$ cat config.mk
export PLATFORM = sky130hd
export DESIGN_NAME = virtual_channel_allocator
export DESIGN_NICKNAME = d
export VERILOG_FILES = /design/src/sv/vca_pkg.sv /design/src/sv/vca_queue.sv /design/src/sv/vca_engine.sv /design/src/sv/virtual_channel_allocator.sv
export SDC_FILE = /design/constraint.sdc
export NUM_CORES = 1
export LEC_CHECK = 0
export ABC_AREA = 0
export BUFFER_PORTS_ARGS = -buffer_cell sky130_fd_sc_hd__buf_2
export CAP_MARGIN = 5
export CELL_PAD_IN_SITES_DETAIL_PLACEMENT = 1
export CELL_PAD_IN_SITES_GLOBAL_PLACEMENT = 1
export CORE_MARGIN = 5
export CORE_UTILIZATION = 54
export CTS_BUF_LIST = sky130_fd_sc_hd__clkbuf_8 sky130_fd_sc_hd__clkbuf_16
export DETAILED_ROUTE_END_ITERATION = 16
export PLACE_DENSITY_LB_ADDON = 0.15
export SLEW_MARGIN = 0
export SYNTH_ARGS = -nofsm -noshare
export SYNTH_HDL_FRONTEND = slang
export SYNTH_SLANG_ARGS = --single-unit
$ cat constraint.sdc
create_clock -name i_clk -period 7.06 [get_ports i_clk]
set_input_delay 1.412 -clock i_clk [delete_from_list [all_inputs] [get_ports i_clk]]
set_output_delay 1.412 -clock i_clk [all_outputs]
set_load 0.03 [all_outputs]
$ cat src/sv/vca_pkg.sv
package vca_pkg;

    // command codes
    typedef enum logic [1:0] {
        CMD_REQUEST  = 2'd0,
        CMD_ALLOCATE = 2'd1,
        CMD_RELEASE  = 2'd2,
        CMD_NONE     = 2'd3
    } t_cmd;

    // item held in the queue between front and back
    typedef struct packed {
        t_cmd       cmd;
        logic [2:0] dst_port;
        logic [1:0] out_vc;
        logic [2:0] in_port;
        logic [1:0] in_vc;
    } t_item;

    // result fields
    typedef struct packed {
        logic       grant_valid;
        logic [2:0] grant_out_port;
        logic [1:0] grant_out_vc;
        logic [2:0] grant_in_port;
        logic [1:0] grant_in_vc;
        logic       request_present;
        logic [4:0] pending_count;
        logic       all_empty;
    } t_result;

endpackage

$ cat src/sv/vca_queue.sv
// Short item queue that decouples input acceptance from execution.
module vca_queue #(
    parameter int DEPTH = 2
) (
    input  logic          i_clk,
    input  logic          i_rst_n,
    input  logic          i_push,
    input  vca_pkg::t_item i_item,
    output logic          o_full,
    input  logic          i_pop,
    output logic          o_empty,
    output vca_pkg::t_item o_item
);
    localparam int AW = (DEPTH > 1) ? $clog2(DEPTH) : 1;

    vca_pkg::t_item r_mem [DEPTH];
    logic [AW-1:0]  r_wp, r_rp;
    logic [AW:0]    r_cnt;

    assign o_full  = (r_cnt == (AW+1)'(DEPTH));
    assign o_empty = (r_cnt == '0);
    assign o_item  = r_mem[r_rp];

    // pointers and count
    always_ff @(posedge i_clk) begin
        if (!i_rst_n) begin
            r_wp  <= '0;
            r_rp  <= '0;
            r_cnt <= '0;
        end else begin
            if (i_push) r_wp <= (r_wp == AW'(DEPTH-1)) ? '0 : r_wp + 1'b1;
            if (i_pop)  r_rp <= (r_rp == AW'(DEPTH-1)) ? '0 : r_rp + 1'b1;
            r_cnt <= r_cnt + (AW+1)'(i_push) - (AW+1)'(i_pop);
        end
    end

    // storage
    always_ff @(posedge i_clk) begin
        if (i_push) r_mem[r_wp] <= i_item;
    end
endmodule

$ cat src/sv/vca_engine.sv
// Back end: executes one item at a time, one requester slot per search step.
module vca_engine #(
    parameter int PORTS = 5,
    parameter int VCS   = 4
) (
    input  logic            i_clk,
    input  logic            i_rst_n,
    input  logic            i_item_valid,
    input  vca_pkg::t_item  i_item,
    output logic            o_item_pop,
    output logic            o_res_valid,
    input  logic            i_res_ready,
    output vca_pkg::t_result o_res,
    output logic            o_res_last
);
    localparam int NREQ = PORTS * VCS;
    localparam int NOV  = PORTS * VCS;
    localparam int RW   = (NREQ > 1) ? $clog2(NREQ) : 1;
    localparam int PW   = (PORTS > 1) ? $clog2(PORTS) : 1;
    localparam int VW   = (VCS > 1) ? $clog2(VCS) : 1;
    localparam int CW   = $clog2(NREQ + 1);
    localparam int TW   = $clog2(NREQ + 1);
    localparam int MW   = $clog2(PORTS * NREQ);
    localparam int OW   = (NOV > 1) ? $clog2(NOV) : 1;

    typedef enum logic [4:0] {
        S_IDLE  = 5'b00001,
        S_SCAN  = 5'b00010,
        S_SRCH  = 5'b00100,
        S_EMIT  = 5'b01000,
        S_FINAL = 5'b10000
    } t_state;

    t_state r_state;

    // request bits: flip-flops, cleared by reset
    logic [NREQ-1:0] r_req [PORTS];
    // wanted vc: memory, undefined until written
    logic [1:0]      r_want [PORTS*NREQ];
    logic [NOV-1:0]  r_free;
    logic [RW-1:0]   r_lw [NOV];
    logic [CW-1:0]   r_cnt [PORTS];

    vca_pkg::t_item r_it;
    logic [2:0]    r_p;
    logic [VW-1:0] r_v;
    logic [RW-1:0] r_j;
    logic [TW-1:0] r_t;
    logic          r_any;
    logic          r_rd_ok;
    logic [1:0]    r_rd;
    vca_pkg::t_result r_res;
    vca_pkg::t_result r_hold;
    logic          r_last;
    logic          r_valid;

    logic addr_ok, ovc_ok;
    logic cur_bit, do_req, do_rel, nb_after, empty_after;
    logic res_slot, res_load;
    logic [RW-1:0] idx;
    logic [PW-1:0] opi;
    logic [MW-1:0] wa, ra;
    logic [OW-1:0] ovi;
    logic [PORTS-1:0] nz, nz_after;
    logic all_empty;
    logic [PW-1:0] cur_p;
    logic [OW-1:0] cur_ov;
    logic last_ov;
    logic [RW-1:0] j_next;
    logic [VW-1:0] j_vc;
    logic [2:0]    j_port;
    logic [CW-1:0] cnt_after;

    assign addr_ok = (32'(r_it.dst_port) < PORTS) && (32'(r_it.in_port) < PORTS)
                  && (32'(r_it.in_vc) < VCS);
    assign ovc_ok  = 32'(r_it.out_vc) < VCS;
    assign opi     = PW'(r_it.dst_port);
    assign idx     = addr_ok ? RW'(32'(r_it.in_port) + PORTS * 32'(r_it.in_vc)) : '0;
    assign wa      = MW'(32'(opi) * NREQ + 32'(idx));
    assign ovi     = OW'(32'(opi) * VCS + 32'(r_it.out_vc));
    assign cur_p   = PW'(r_p);
    assign cur_ov  = OW'(32'(cur_p) * VCS + 32'(r_v));
    assign last_ov = (32'(r_p) == PORTS - 1) && (32'(r_v) == VCS - 1);
    assign j_next  = (32'(r_j) == NREQ - 1) ? '0 : r_j + 1'b1;
    assign ra      = MW'(32'(cur_p) * NREQ + 32'(j_next));

    // effect of a request or release on the addressed bit and count
    assign cur_bit  = addr_ok ? r_req[opi][idx] : 1'b0;
    assign do_req   = (r_it.cmd == vca_pkg::CMD_REQUEST) && addr_ok && ovc_ok && !cur_bit;
    assign do_rel   = (r_it.cmd == vca_pkg::CMD_RELEASE) && addr_ok;
    assign nb_after = do_req | (cur_bit & !do_rel);
    assign cnt_after = (32'(r_it.dst_port) < PORTS)
                     ? r_cnt[opi] + CW'(do_req) - CW'(do_rel && cur_bit) : '0;

    always_comb begin
        for (int p = 0; p < PORTS; p++) nz[p] = (r_cnt[p] != '0);
    end
    assign all_empty = ~|nz;

    always_comb begin
        nz_after = nz;
        if (addr_ok) nz_after[opi] = (cnt_after != '0);
    end
    assign empty_after = ~|nz_after;

    // split slot index into input vc and input port by compare
    always_comb begin
        j_vc = '0;
        for (int k = 1; k < VCS; k++)
            if (32'(j_next) >= k * PORTS) j_vc = VW'(k);
    end
    assign j_port = 3'(32'(j_next) - PORTS * 32'(j_vc));

    assign o_item_pop  = (r_state == S_IDLE) && i_item_valid && !r_valid;
    assign o_res_valid = r_valid;
    assign o_res       = r_res;
    assign o_res_last  = r_last;

    // result register may load when empty or being drained
    assign res_slot = !r_valid || i_res_ready;
    assign res_load = res_slot && ((r_state == S_EMIT && r_any) || r_state == S_FINAL);

    // wanted vc memory, registered read of the slot after r_j
    always_ff @(posedge i_clk) begin
        if (r_state == S_FINAL && res_slot && do_req)
            r_want[wa] <= r_it.out_vc;
        r_rd <= r_want[ra];
    end

    // result valid flag
    always_ff @(posedge i_clk) begin
        if (!i_rst_n) begin
            r_valid <= 1'b0;
        end else if (res_load) begin
            r_valid <= 1'b1;
        end else if (i_res_ready) begin
            r_valid <= 1'b0;
        end
    end

    // sequencer
    always_ff @(posedge i_clk) begin
        if (!i_rst_n) begin
            r_state <= S_IDLE;
            r_free  <= '1;
            r_any   <= 1'b0;
            for (int p = 0; p < PORTS; p++) begin
                r_req[p] <= '0;
                r_cnt[p] <= '0;
            end
            for (int k = 0; k < NOV; k++) r_lw[k] <= '0;
        end else begin
            unique case (r_state)
                S_IDLE: begin
                    if (o_item_pop) begin
                        r_it    <= i_item;
                        r_p     <= '0;
                        r_v     <= '0;
                        r_any   <= 1'b0;
                        r_state <= (i_item.cmd == vca_pkg::CMD_ALLOCATE && !all_empty)
                                   ? S_SCAN : S_FINAL;
                    end
                end
                // pick next output vc; start its search
                S_SCAN: begin
                    if (r_free[cur_ov]) begin
                        r_j     <= r_lw[cur_ov];
                        r_t     <= '0;
                        r_rd_ok <= 1'b0;
                        r_state <= S_SRCH;
                    end else if (last_ov) begin
                        r_state <= S_FINAL;
                    end else if (32'(r_v) == VCS - 1) begin
                        r_v <= '0;
                        r_p <= r_p + 3'd1;
                    end else begin
                        r_v <= r_v + 1'b1;
                    end
                end
                // r_rd holds wanted vc of slot j_next once r_rd_ok
                S_SRCH: begin
                    if (!r_rd_ok) begin
                        r_rd_ok <= 1'b1;
                    end else if (r_req[cur_p][j_next] && r_rd == 2'(r_v)) begin
                        r_free[cur_ov] <= 1'b0;
                        r_lw[cur_ov]   <= j_next;
                        r_state <= S_EMIT;
                    end else if (32'(r_t) == NREQ - 1) begin
                        r_state <= last_ov ? S_FINAL : S_SCAN;
                        if (!last_ov) begin
                            if (32'(r_v) == VCS - 1) begin
                                r_v <= '0;
                                r_p <= r_p + 3'd1;
                            end else r_v <= r_v + 1'b1;
                        end
                    end else begin
                        r_j     <= j_next;
                        r_t     <= r_t + 1'b1;
                        r_rd_ok <= 1'b0;
                    end
                end
                // new grant is held until a later grant or the end proves last;
                // a grant already held goes out first
                S_EMIT: begin
                    if (!r_any || res_slot) begin
                        if (r_any) begin
                            r_res  <= r_hold;
                            r_last <= 1'b0;
                        end
                        r_any <= 1'b1;
                        r_hold.grant_valid    <= 1'b1;
                        r_hold.grant_out_port <= r_p;
                        r_hold.grant_out_vc   <= 2'(r_v);
                        r_hold.grant_in_port  <= j_port;
                        r_hold.grant_in_vc    <= 2'(j_vc);
                        // status fields are constant during a round
                        r_hold.request_present <= nb_after;
                        r_hold.pending_count   <= 5'(cnt_after);
                        r_hold.all_empty       <= empty_after;
                        if (last_ov) r_state <= S_FINAL;
                        else begin
                            r_state <= S_SCAN;
                            if (32'(r_v) == VCS - 1) begin
                                r_v <= '0;
                                r_p <= r_p + 3'd1;
                            end else r_v <= r_v + 1'b1;
                        end
                    end
                end
                // apply request/release, emit the final result
                S_FINAL: begin
                    if (res_slot) begin
                        if (do_req) begin
                            r_req[opi][idx] <= 1'b1;
                            r_cnt[opi] <= r_cnt[opi] + 1'b1;
                        end
                        if (do_rel) begin
                            r_req[opi][idx] <= 1'b0;
                            if (cur_bit) r_cnt[opi] <= r_cnt[opi] - 1'b1;
                            if (ovc_ok) r_free[ovi] <= 1'b1;
                        end
                        r_last  <= 1'b1;
                        r_state <= S_IDLE;
                        if (r_any) begin
                            // held grant is the last result of the round
                            r_res <= r_hold;
                            r_any <= 1'b0;
                        end else begin
                            r_res.grant_valid     <= 1'b0;
                            r_res.grant_out_port  <= '0;
                            r_res.grant_out_vc    <= '0;
                            r_res.grant_in_port   <= '0;
                            r_res.grant_in_vc     <= '0;
                            r_res.request_present <= nb_after;
                            r_res.pending_count   <= 5'(cnt_after);
                            r_res.all_empty       <= empty_after;
                        end
                    end
                end
                default: r_state <= S_IDLE;
            endcase
        end
    end
endmodule

$ cat src/sv/virtual_channel_allocator.sv
// Channel   Dir  Handshake              Payload
// s_axis    in   i_s_axis_tvalid/tready cmd, dst_port, out_vc, in_port, in_vc
// m_axis    out  o_m_axis_tvalid/tready grant and status fields, tlast
// Request and release: pass through the queue, execute and result register.
// Allocate: each output VC gets a scan step; a free one then searches the requester
// slots (registered read of the wanted-VC memory), plus an emit step per grant.
// The back end takes the next item only once its result register has drained.
// Reset: synchronous active low; requests clear, all output VCs free.
// Input is taken into a 2-deep queue while the back end works or stalls.
module virtual_channel_allocator #(
    parameter int PORTS = 5,
    parameter int VCS   = 4
) (
    input  logic        i_clk,
    input  logic        i_rst_n,
    input  logic        i_s_axis_tvalid,
    output logic        o_s_axis_tready,
    // [1:0] cmd, [4:2] dst_port, [6:5] out_vc, [9:7] in_port, [11:10] in_vc
    input  logic [15:0] i_s_axis_tdata,
    output logic        o_m_axis_tvalid,
    input  logic        i_m_axis_tready,
    // [0] grant_valid, [3:1] grant_out_port, [5:4] grant_out_vc,
    // [8:6] grant_in_port, [10:9] grant_in_vc, [11] request_present,
    // [16:12] pending_count, [17] all_empty
    output logic [23:0] o_m_axis_tdata,
    output logic        o_m_axis_tlast
);
    vca_pkg::t_item   w_in, w_q;
    vca_pkg::t_result w_res;
    logic w_full, w_empty, w_pop;

    assign w_in.cmd      = vca_pkg::t_cmd'(i_s_axis_tdata[1:0]);
    assign w_in.dst_port = i_s_axis_tdata[4:2];
    assign w_in.out_vc   = i_s_axis_tdata[6:5];
    assign w_in.in_port  = i_s_axis_tdata[9:7];
    assign w_in.in_vc    = i_s_axis_tdata[11:10];
    assign o_s_axis_tready = !w_full;

    vca_queue #(.DEPTH(2)) u_queue (
        .i_clk, .i_rst_n,
        .i_push(i_s_axis_tvalid && !w_full), .i_item(w_in), .o_full(w_full),
        .i_pop(w_pop), .o_empty(w_empty), .o_item(w_q)
    );

    vca_engine #(.PORTS(PORTS), .VCS(VCS)) u_engine (
        .i_clk, .i_rst_n,
        .i_item_valid(!w_empty), .i_item(w_q), .o_item_pop(w_pop),
        .o_res_valid(o_m_axis_tvalid), .i_res_ready(i_m_axis_tready),
        .o_res(w_res), .o_res_last(o_m_axis_tlast)
    );

    assign o_m_axis_tdata = {6'd0, w_res.all_empty, w_res.pending_count,
        w_res.request_present, w_res.grant_in_vc, w_res.grant_in_port,
        w_res.grant_out_vc, w_res.grant_out_port, w_res.grant_valid};

    a_no_grant_fields: assert property (@(posedge i_clk) disable iff (!i_rst_n)
        o_m_axis_tvalid && !o_m_axis_tdata[0] |-> o_m_axis_tdata[10:1] == '0)
        else $error("idle result carries grant fields");
    a_empty_count: assert property (@(posedge i_clk) disable iff (!i_rst_n)
        o_m_axis_tvalid && o_m_axis_tdata[17] |-> o_m_axis_tdata[16:11] == '0)
        else $error("empty flag with pending requests");
    a_hold: assert property (@(posedge i_clk) disable iff (!i_rst_n)
        o_m_axis_tvalid && !i_m_axis_tready |=> $stable(o_m_axis_tdata))
        else $error("result changed under stall");
endmodule
==> impl_metrics.ini, run 1 <==
[grt]
grt.met3_usage = 0.0430
grt_use_met2 = 0.476
grt_pass1_wl_um = 140000
use_met1 = 0.370
grt_max_degree = 105
grtUsageTotal = 0.278
grt_overflow_total = 0
grt_pass1_vias = 22500
busiest_layer = met2
antenna_found_initial = 3

[placement]
place_hpwl_um = 61300
portBuffers = 36
pre_cts_ws_ns = 1.16
gp_congestion = 0.929

[floorplanning]
core-area_sq_um = 60100
die_width_um = 256
row_count = 90
io_pins = 47
die_h_um = 256
die_area_sq_um = 65500
start_util = 0.543

[critical_path]
reg2regPathDepth = 23
cp_common_cell = ha_1
path_cells = ha_1 -> ha_1 -> nand2b_1 -> or3_1 -> o22ai_1 -> a211oi_1 -> a211oi_1 -> a2bb2oi_2 -> nor2b_1 -> buf_4 -> nand2_1 -> ha_1 -> inv_1 -> ha_1 -> fa_1 -> a21o_1 -> a21oi_1 -> xnor2_1 -> xnor2_1 -> nor2_1 -> nor4_1 -> a21oi_1 -> o31ai_1
arrival_ns = 6.41
slowest_delay_ns = 0.61
path_max_fanout = 9
worst_path_max_delay_cell = or3_1
critPathLaunchType = flop
crit_required_ns = 7.48
critical_path_buf_inv_count = 2
end_kind = flop
crit_family = adder cells
path_class = flop to flop
crit_cells = 23

[sta]
drv_slew = 0
setup_ws_ns = 1.07
rsz0062_at_grt = no
fin_tns_setup_ns = 0
max_freq_mhz = 167
fin_crit_sh = 0.849
holdWs_ns = 0.452
worst_pin_slew_ns = 1.22
hold_viol = 0
max-slew-margin-rel = 0.185
setup_violations = 0
skew_ns = 0.0283
period_needed_ns = 5.99

[synthesis]
async_reset_ff_frac = 0
ys_types = 71
yosysWarnings = 0
synth_area_sq_um = 32600
synth_seq_cells = 688
synth-edff-count = 648
yosysSeqAreaShare = 0.621
syn_avg_cell_area_sq_um = 14.0
synthCells = 2332
ys_dominant_reg_cell = edfxtp_1

[clocking]
cts.sinks = 688
clkTransAtPathRegs_ns = 0.06
clockBufferDepth = 3
cts_hold_buffers = 0
ctsRootBufferMaster = clkbuf_16
clkLatencyLatePin_ns = 0.62
post_cts_buffers = 0
post_cts_resized = 0
cts_buffers = 74
cts_tree = built
htree_num_levels = 3

[power]
seqPwrFrac = 0.408
combPwrFrac = 0.286
p_clk_frac = 0.306
p_sw_frac = 0.324
ir_drop_mv = 0.242
p_leak_nw = 11.8
p_per_area_nw_per_um2 = 340
p_switching_mw = 3.99
p_int_mw = 8.31
power_mw = 12.3

[cells_and_area]
fill_cells = 5747
drive_above_1_share = 0.184
area_growth_pct = 10.9
final_common_cell = edfxtp_1
final_nets = 2481
final_cell_mix = 648 x edfxtp_1, 394 x nor2_1, 199 x mux4_2, 179 x nand2_1, 156 x o21ai_0

[outcome]
status = complete, no violations

[drt]
ant_nets = 0
drt_iter0_markers = 2019
drc = 0
drt_wl_total_um = 91900
num_vias = 21000
via_per_inst = 6.47
routedWlPerCell_um = 28.3
dr.pass1.iters = 8

[run]
drv_cap = 0

[min_path]
worstHoldPathCells = 1
min_path_type = flop to flop
## cells in the mapped netlist, drive strengths merged, types with 12 or more instances
cell,count,area share
nor2,394,0.045
dfxtp,40,0.025
mux2i,27,0.0083
and3,13,0.0025
inv,38,0.0044
nand2,182,0.021
nor2b,13,0.0025
nor4,14,0.0034
nor3,20,0.0031
clkbuf,112,0.013
a211oi,16,0.0038
edfxtp,648,0.60
and2,19,0.0036
or3,12,0.0023
buf,49,0.0085
and4,28,0.0075
a21oi,39,0.0060
mux4,199,0.14
o21ai,159,0.024
mux2,41,0.014
a21o,20,0.0046
nand3,52,0.0080
ha,37,0.014
xnor2,24,0.0064
## area by class of cell
cell class | instances | area [sq um] | share of cell area
Timing Repair Buffer | 91 | 628 | 0.0173
Multi-Input combinational cell | 1525 | 11900 | 0.328
Antenna cell | 1 | 2.50 | 0.0000691
Inverter | 38 | 145 | 0.00401
Tap cell | 782 | 978 | 0.0270
Sequential cell | 688 | 20300 | 0.560
Clock inverter | 48 | 403 | 0.0111
Clock buffer | 76 | 1890 | 0.0522
## per-stage QoR
step	cell area (sq um)	instances	util
after floorplan	32900	2412	-
after global placement	33900	3123	0.563
after detailed placement	33900	3123	0.563
after CTS	36200	3247	0.602
after global routing	36200	3248	0.602
final	36200	3249	0.602
## worst register-to-register path, delay by kind of cell, from the launching register on
family,cells,cell delay (ns)
fa+ha+maj,5,1.66
simple gates,6,1.53
xor+xnor,2,0.36
buf+inv,2,0.21
flops,1,0.42
compound gates,8,1.62
## logic make-up after synthesis
| family | synth area share |
|---|---|
| AO/OA/AOI/OAI | 0.0560 |
| XOR/XNOR | 0.00912 |
| multiplexers | 0.160 |
| buffers and inverters | 0.0258 |
| other | 0.000115 |
| adder cells (fa/ha/maj) | 0.0179 |
| flip-flops | 0.621 |
| AND/OR/NAND/NOR | 0.111 |
## power by group through the flow
stage	combinational (mW)	sequential (mW)	clock (mW)
after global placement	3.36	5.08	0
final	3.52	5.01	3.77
after global routing	3.75	5.04	4.02
after detailed placement	3.46	5.10	0
after CTS	3.50	5.02	3.82
after floorplan	2.47	4.95	0
## sequential cells by signal (all words and copies together), names as in the netlist, 5 cells and up, named ones only
signal / cells
u_queue.r_mem: 24
u_engine.o_res: 18
u_engine.r_hold: 17
u_engine.r_free: 20
u_engine.r_lw: 160
u_engine.r_j: 5
u_engine.r_want: 200
u_engine.r_t: 5
u_engine.r_it: 9
u_engine.r_cnt: 40
u_engine.r_state: 5
u_engine.r_req: 160
## routing by layer
layer | vias up | part of all wire | wire [um]
met5 | - | 0.00023 | 21
met4 | 4 | 0.035 | 3250
met3 | 192 | 0.068 | 6230
met2 | 819 | 0.51 | 46500
met1 | 11000 | 0.39 | 36000
li1 | 9008 | - | -
## final timing paths
path / slack [ns] / from / endpoint
setup / recovery: 1.07 / u_engine.r_it[3] / u_engine.o_res[0]
hold reg to reg: 0.45 / u_engine.r_free[10] / u_engine.r_free[10]
hold / removal: 0.45 / u_engine.r_free[10] / u_engine.r_free[10]
setup reg to reg: 1.07 / u_engine.r_it[3] / u_engine.o_res[0]
Note: power is estimated with default switching activity, not from simulation.
==> run 2, diff against run 1 <==
==> constraint.sdc (replaced) <==
create_clock -name i_clk -period 6.05 [get_ports i_clk]
set_input_delay 1.21 -clock i_clk [delete_from_list [all_inputs] [get_ports i_clk]]
set_output_delay 1.21 -clock i_clk [all_outputs]
set_load 0.03 [all_outputs]
==> run 2 against run 1 <==
Effect of this change: fmax up 5.5%; register-to-register slack worse by 0.70 ns; critical path type unchanged; sequential share of layout area down 0.38 points; flip-flop and latch count unchanged; first-iteration DRC count down 7.7%; core utilization up 0.41 points; cell count up 1.0%; non-clock buffer count up 26; critical endpoint unchanged; count of clock-buffer cells in the layout up 10; clock skew up 0.0058 ns.
==> impl_metrics.ini, run 2 (synthesized netlist as in run 1, its figures left out) <==
[drt]
drt_iter0_markers = 1863
routedWlPerCell_um = 28.0
drc = 0
dr.pass1.iters = 5
drt_wl_total_um = 91900
ant_nets = 0
num_vias = 21100
via_per_inst = 6.44

[sta]
setup_ws_ns = 0.368
fin_crit_sh = 0.939
rsz0062_at_grt = no
setup_violations = 0
skew_ns = 0.0340
hold_viol = 0
fin_tns_setup_ns = 0
drv_slew = 0
period_needed_ns = 5.68
max_freq_mhz = 176
max-slew-margin-rel = 0.177
worst_pin_slew_ns = 1.24

[grt]
grt_pass1_vias = 22700
use_met1 = 0.356
grt_overflow_total = 0
grt_use_met2 = 0.476
antenna_found_initial = 2
grtUsageTotal = 0.276
grt.met3_usage = 0.0433
grt_max_degree = 105
busiest_layer = met2
grt_pass1_wl_um = 139000

[critical_path]
cp_common_cell = ha_1
path_max_fanout = 8
end_kind = flop
path_cells = ha_1 -> ha_1 -> nand2b_1 -> or3_1 -> o22ai_1 -> a211oi_1 -> a211oi_1 -> a2bb2oi_2 -> nor2b_1 -> nand2_1 -> ha_1 -> inv_1 -> ha_1 -> fa_1 -> a21o_1 -> a21oi_1 -> xnor2_1 -> xnor2_1 -> nor2_1 -> nor4_1 -> a21oi_1 -> o31ai_1
critPathLaunchType = flop
slowest_delay_ns = 0.44
arrival_ns = 6.10
crit_required_ns = 6.46
worst_path_max_delay_cell = or3_1
path_class = flop to flop

[cells_and_area]
largest_register_ffs = 200
area_growth_pct = 11.7
final_nets = 2508
multi_input_area_sq_um = 11900
top_regs = u_engine.r_want (200), u_engine.r_lw (160), u_engine.r_req (160)
final_cells = 3283
final_cell_mix = 648 x edfxtp_1, 394 x nor2_1, 199 x mux4_2, 179 x nand2_1, 156 x o21ai_0
final_common_cell = edfxtp_1
fill_cells = 5734
fin_util = 0.606
top_register = u_engine.r_want
ff_latch_area_sq_um = 20300
drive_above_1_share = 0.194
n_antenna_cell = 0

[clocking]
post_cts_resized = 0
cts_buffers = 75
ctsRootBufferMaster = clkbuf_16
clockBufferDepth = 3
clkTransAtPathRegs_ns = 0.06
clkLatencyLatePin_ns = 0.63
cts.sinks = 688
post_cts_buffers = 0
htree_num_levels = 3
cts_tree = built
cts_hold_buffers = 0

[run]
drv_cap = 0

[outcome]
status = complete, no violations

[power]
p_per_area_nw_per_um2 = 394
ir_drop_mv = 0.325
p_leak_nw = 12.0

[floorplanning]
die_width_um = 256
die_h_um = 256
start_util = 0.543
core-area_sq_um = 60100
io_pins = 47
die_area_sq_um = 65500
row_count = 90

[placement]
placedCellCount = 3150
pre_cts_ws_ns = 0.447
gp_congestion = 0.987
place_hpwl_um = 61200
portBuffers = 36

[min_path]
min_path_type = flop to flop
run 2: layout make-up:
type                       instances  share of cell area
multi-input combinational       1525               0.326
timing repair buffer             117              0.0231
sequential                       688               0.556
tap                              782              0.0268
inverter                          38             0.00398
clock inverter                    47             0.00704
clock buffer                      86              0.0569
run 2: power by group:
group | internal (mW) | total (mW) | switching, mW
Clock | 2.52 | 4.37 | 1.85
Combinational | 1.64 | 4.17 | 2.53
Sequential | 5.56 | 5.85 | 0.287
run 2: final timing paths:
path	from	to	slack, ns	cells after the start
min reg2reg	u_engine.r_free[10]	u_engine.r_free[10]	0.45	1
max reg2reg	u_engine.r_it[1]	u_engine.o_res[0]	0.37	22
min	u_engine.r_free[10]	u_engine.r_free[10]	0.45	1
max	u_engine.r_it[1]	u_engine.o_res[0]	0.37	22
run 2: stage by stage:
step                      total power [mW]  hold WS [ns]  instance area, sq um
after floorplan                       8.65         0.421                 32900
after global placement                9.91         0.429                 34100
after detailed placement              10.0         0.436                 34100
after CTS                             14.4         0.450                 36500
after global routing                  14.9         0.456                 36500
final                                 14.4         0.445                 36500
run 2: critical path, delay by kind of cell, from the launching register on:
kind	cells	cell delay (ns)
AO/OA/AOI/OAI	8	1.52
AND/OR/NAND/NOR	6	1.48
XOR/XNOR	2	0.35
buffers and inverters	1	0.04
flip-flops	1	0.41
adder cells (fa/ha/maj)	5	1.67
run 2: layer usage:
layer  part of all wire  wire (um)
met1               0.39      35500
met2               0.51      46500
met3              0.067       6150
met4              0.041       3740
met5            0.00014         13
